==> src/rtl/asdq_pkg.sv <==
package asdq_pkg;

	// field and register widths
	localparam int CODE_W    = 8;
	localparam int SAMPLE_W  = 16;
	localparam int WEIGHT_W  = 11;
	localparam int FLOOR_W   = 15;
	localparam int GAIN_W    = 16;
	localparam int LEAK_W    = 8;
	localparam int QB_W      = 4;
	localparam int REG_IDX_W = 3;
	localparam int WR_DATA_W = 16;

	// internal state widths
	localparam int STEP_W  = 27;  // step size <= 2^26
	localparam int POWER_W = 16;  // power <= 32768
	localparam int PRED_W  = 32;
	localparam int SUM_W   = PRED_W + 1;

	// shared multiplier
	localparam int MUL_A_W = SUM_W;
	localparam int MUL_B_W = POWER_W + 1;
	localparam int PROD_W  = MUL_A_W + MUL_B_W;

	// arithmetic constants
	localparam int AVG_SHIFT  = 10;  // weight is out of 1024
	localparam int LEAK_SHIFT = 5;   // leak is in 1/32 units
	localparam int STEP_EXTRA = 4;   // step shift is quant_bits + 4
	localparam int STEP_BASE  = 16;  // restart step is 1 << (16 - quant_bits)
	localparam int SEG_CAP    = (1 << 15) - 1;
	localparam int STEP_ACC_W = 32;
	localparam int ACC_W      = POWER_W + AVG_SHIFT + 2;
	localparam int PR_ACC_W   = SUM_W + LEAK_W + 1;
	localparam int PR_SH_W    = PR_ACC_W - LEAK_SHIFT;

	localparam logic [WEIGHT_W-1:0] WEIGHT_FULL = WEIGHT_W'(1 << AVG_SHIFT);

	// configuration reset values
	localparam logic [WEIGHT_W-1:0] AVG_WEIGHT_RST  = WEIGHT_W'(512);
	localparam logic [FLOOR_W-1:0]  POWER_FLOOR_RST = FLOOR_W'(1);
	localparam logic [GAIN_W-1:0]   STEP_GAIN_RST   = '0;
	localparam logic [LEAK_W-1:0]   LEAK_FACTOR_RST = '0;
	localparam logic [QB_W-1:0]     QUANT_BITS_RST  = QB_W'(4);

	// state reset values follow the configuration reset values
	localparam logic [STEP_W-1:0]  STEP_RST  = STEP_W'(1) << (STEP_BASE - 4);
	localparam logic [POWER_W-1:0] POWER_RST = POWER_W'(1);

	typedef enum logic [REG_IDX_W-1:0] {
		REG_AVG_WEIGHT  = 3'd0,
		REG_POWER_FLOOR = 3'd1,
		REG_STEP_GAIN   = 3'd2,
		REG_LEAK_FACTOR = 3'd3,
		REG_QUANT_BITS  = 3'd4
	} reg_idx_t;

	typedef struct packed {
		logic [WEIGHT_W-1:0] avg_weight;
		logic [FLOOR_W-1:0]  power_floor;
		logic [GAIN_W-1:0]   step_gain;
		logic [LEAK_W-1:0]   leak_factor;
		logic [QB_W-1:0]     quant_bits;
	} asdq_cfg_t;

	typedef enum logic [2:0] {
		ST_IDLE,
		ST_MUL_DIFF,
		ST_CLAMP,
		ST_MUL_POW,
		ST_MUL_LEAK,
		ST_MUL_STEP,
		ST_FINISH,
		ST_SILENT
	} asdq_state_t;

	typedef enum logic [1:0] {
		MS_DIFF,
		MS_POW,
		MS_LEAK,
		MS_STEP
	} mul_sel_t;

	typedef struct packed {
		logic     capture;
		logic     restart;
		logic     mul_en;
		mul_sel_t mul_sel;
		logic     clamp_diff;
		logic     form_sum;
		logic     upd_power;
		logic     upd_pred;
		logic     commit;
		logic     emit_silent;
	} asdq_cmd_t;

	typedef struct packed {
		logic silent;
		logic out_free;
	} asdq_status_t;

endpackage

==> src/rtl/asdq_ctrl.sv <==
module asdq_ctrl (
	input  logic                   clk,
	input  logic                   arst_n,
	input  logic                   code_valid,
	input  logic                   op,
	input  asdq_pkg::asdq_status_t status,
	output logic                   code_stall,
	output asdq_pkg::asdq_cmd_t    cmd
);
	import asdq_pkg::*;

	asdq_state_t state_q;
	asdq_state_t state_nxt;

	always_ff @(posedge clk or negedge arst_n) begin
		if (!arst_n) begin
			state_q <= ST_IDLE;
		end else begin
			state_q <= state_nxt;
		end
	end

	always_comb begin
		state_nxt = state_q;
		case (state_q)
			ST_IDLE: begin
				if (code_valid && !op) begin
					state_nxt = status.silent ? ST_SILENT : ST_MUL_DIFF;
				end
			end
			ST_MUL_DIFF: state_nxt = ST_CLAMP;
			ST_CLAMP:    state_nxt = ST_MUL_POW;
			ST_MUL_POW:  state_nxt = ST_MUL_LEAK;
			ST_MUL_LEAK: state_nxt = ST_MUL_STEP;
			ST_MUL_STEP: state_nxt = ST_FINISH;
			ST_FINISH: begin
				if (status.out_free) begin
					state_nxt = ST_IDLE;
				end
			end
			ST_SILENT: begin
				if (status.out_free) begin
					state_nxt = ST_IDLE;
				end
			end
			default: state_nxt = ST_IDLE;
		endcase
	end

	always_comb begin
		cmd        = '0;
		cmd.mul_sel = MS_DIFF;
		code_stall = (state_q != ST_IDLE);
		case (state_q)
			ST_IDLE: begin
				cmd.capture = code_valid && !op;
				cmd.restart = code_valid && op;
			end
			ST_MUL_DIFF: begin
				cmd.mul_en  = 1'b1;
				cmd.mul_sel = MS_DIFF;
			end
			ST_CLAMP: begin
				cmd.clamp_diff = 1'b1;
			end
			ST_MUL_POW: begin
				cmd.mul_en   = 1'b1;
				cmd.mul_sel  = MS_POW;
				cmd.form_sum = 1'b1;
			end
			ST_MUL_LEAK: begin
				cmd.mul_en    = 1'b1;
				cmd.mul_sel   = MS_LEAK;
				cmd.upd_power = 1'b1;
			end
			ST_MUL_STEP: begin
				cmd.mul_en   = 1'b1;
				cmd.mul_sel  = MS_STEP;
				cmd.upd_pred = 1'b1;
			end
			ST_FINISH: begin
				cmd.commit = status.out_free;
			end
			ST_SILENT: begin
				cmd.emit_silent = status.out_free;
			end
			default: begin
				cmd = '0;
			end
		endcase
	end

endmodule

==> config.mk <==
export PLATFORM = sky130hd
export DESIGN_NAME = asdq_ctrl
export DESIGN_NICKNAME = d
export VERILOG_FILES = /design/src/rtl/asdq_pkg.sv /design/src/rtl/asdq_ctrl.sv
export SDC_FILE = /design/constraint.sdc
export NUM_CORES = 1
export LEC_CHECK = 0
export BUFFER_PORTS_ARGS = -buffer_cell sky130_fd_sc_hd__buf_2
export CORE_AREA = 2 2 39 41
export CTS_BUF_LIST = sky130_fd_sc_hd__clkbuf_2
export CTS_CLUSTER_DIAMETER = 50
export DETAILED_ROUTE_END_ITERATION = 8
export DIE_AREA = 0 0 41 43
export PLACE_DENSITY = 0.48
export SLEW_MARGIN = 20
export SYNTH_ARGS = -nofsm -noshare
export SYNTH_HDL_FRONTEND = slang
export SYNTH_SLANG_ARGS = --single-unit
==> constraint.sdc <==
create_clock -name clk -period 1.4 [get_ports clk]
set_clock_uncertainty 0.2 [all_clocks]
set_input_delay 0.07 -clock clk [delete_from_list [all_inputs] [get_ports clk]]
set_output_delay 0.07 -clock clk [all_outputs]
set_load 0.05 [all_outputs]
==> results.tsv <==
metric	value	unit
hold_end	state_q[2]	
drive_above_1_share	0.6462	
end_kind	output port	
synthesis.nets	43	
totalWireLength	821	microns
dp_hpwl	567.8	microns
wire_per_inst	10.14	microns
r2r_cells	5	
antenna_cells	0	
regMostFlops	state_q	
antenna_found_initial	0	
timing.max_cap.violations	0	
fin_ws	-0.1242	ns
rows	14	
maxSlewViolCount	0	
min_path_cells	4	
cts_tree	built	
cts_sinks	3	
start_util	0.2089	
core	1384	sq um
reg_top3	state_q (3)	
seq_area_frac_synth	0.2597	
place_ws	-0.01609	ns
worstReg2RegEnd	state_q[1]	
worstSetupStartpoint	state_q[1]	
grt_pass1_wl	1380	microns
ys_warn_count	0	
grt.overflow.total	0	
slew-limit-headroom	0.8546	
whs	0.04493	ns
min_period_over_period	1.089	
yosys-top-cells-count	6 x nor2_1, 4 x nand2_1, 3 x a21oi_1, 3 x dfrtp_1, 3 x inv_1	
post_dp_cell_area	399.1	sq um
viasPerCell	4.333	
hold_start	status[0]	
status	complete, but fails checks	
die-area	1763	sq um
first_global_vias	347	
synth_most_common_cell	nor2_1	
path_class	reg2out	
setup_viol	13	
r2r_start	state_q[1]	
yosysTopAreaCellShare	0.2597	
syn_to_final_growth	106.5	%
design_area	596.8	sq um
rsz0062_at_grt	true	
layout.nets	72	
ys_ff_latch	3	
synthFlopType	dfrtp_1	
synth_area_per_cell	7.812	sq um
worstMarginPinSlew	0.2181	ns
finalCriticalPeriod	1.524	ns
arrival	1.25	ns
clockBufferDepth	2	
die_w	41	microns
min_path_type	in2reg	
cp_max_fo	5	
grt_util_all_layers	0.1168	
hold_violations	0	
drt_iter0_markers	4	
worstPathRequired	1.13	ns
startpoint_type	register	
io_buffers	17	
violations	setup timing	
synth_area_leaders	dfrtp_1 26%, buf_6 7.8%, nor2_1 7.8%, a21oi_4 5.6%, nor3_4 5.6%	
clk_pin_slew	0.05	ns
num_vias	351	
drc_errors	0	
ys_async_sr_fraction	1.000	
clock-root-buffer	clkbuf_2	
ios	18	
fin_util	0.4313	
syn_area	289.0	sq um
clk_latency	0.21	ns
syn_inst	37	
cts_buffers	3	
synth_cell_types	19	
yosysTopAreaCell	dfrtp_1	
largest_register_ffs	3	
place.gp.congestion	0.7724	
rrSetupSlack	-0.02	ns
ant_nets	0	
grt_max_degree	8	
synth-edff-count	0	
fmax	656.1	MHz
die_height	43	microns
cts_max_level	1	
firstDrtPassIters	3	
[layout make-up]
class	count	area [sq um]
Timing Repair Buffer	27	262.8
Fill cell	147	787.0
Multi-Input combinational cell	27	198.9
Inverter	4	17.52
Tap cell	16	20.02
Sequential cell	3	77.57
Clock buffer	4	20.02
[metrics by stage]
stage               cells  TNS (ns)
CTS                    80    -1.046
floorplan              37   -0.6522
detailed placement     70  -0.01609
global placement       70         0
global route           81    -1.920
finish                 81   -0.9329
[critical path: stages, from the launching register on]
cell and delay [ns]:
dfrtp_2 0.44, or2b_4 0.30, a21oi_2 0.14, buf_6 0.17
[cell families after synthesis]
logic type / Yosys count / share of synthesized area
AOI/OAI and AO/OA: 8 / 0.1948
buffers and inverters: 7 / 0.1558
DFF: 3 / 0.2597
muxes: 1 / 0.03463
and+or+nand+nor: 18 / 0.3549
[layer usage]
| metal | GRT usage | wire length (microns) |
|---|---|---|
| met5 | 0 | 0 |
| met4 | 0.04000 | 0 |
| met3 | 0.06283 | 51 |
| met2 | 0.1844 | 436 |
| met1 | 0.1266 | 333 |
[repair_timing]
item,in CTS,in global routing
buffers inserted,1,1
hold endpoints to repair,6,0
gates cloned,0,0
pin swaps,2,1
gates resized for setup,26,11
hold buffers,5,0
setup endpoints to repair,12,15
[how the worst max path moves through the flow]
stage	to	slack, ns
finish	cmd[6]	-0.12
global route	cmd[10]	-0.18
CTS	cmd[6]	-0.14
detailed placement	cmd[6]	-0.02
global placement	cmd[6]	0.008
floorplan	cmd[8]	-0.16
[layout by cell type, fill, tap and decap left out, types with 2 or more instances in the layout]
master,n
clkbuf_2,4
buf_6,8
and3_4,2
inv_1,2
buf_4,5
a21oi_1,2
dlygate4sd3_1,5
dfrtp_2,2
nor2_2,4
nor2_1,2
buf_2,5
buf_8,4
nand2b_1,2
nand2_1,4
o22ai_1,2
Power is left out: the tool's default activity adds up to more than one toggle a clock period on the data nets, which glitch-free logic cannot reach.
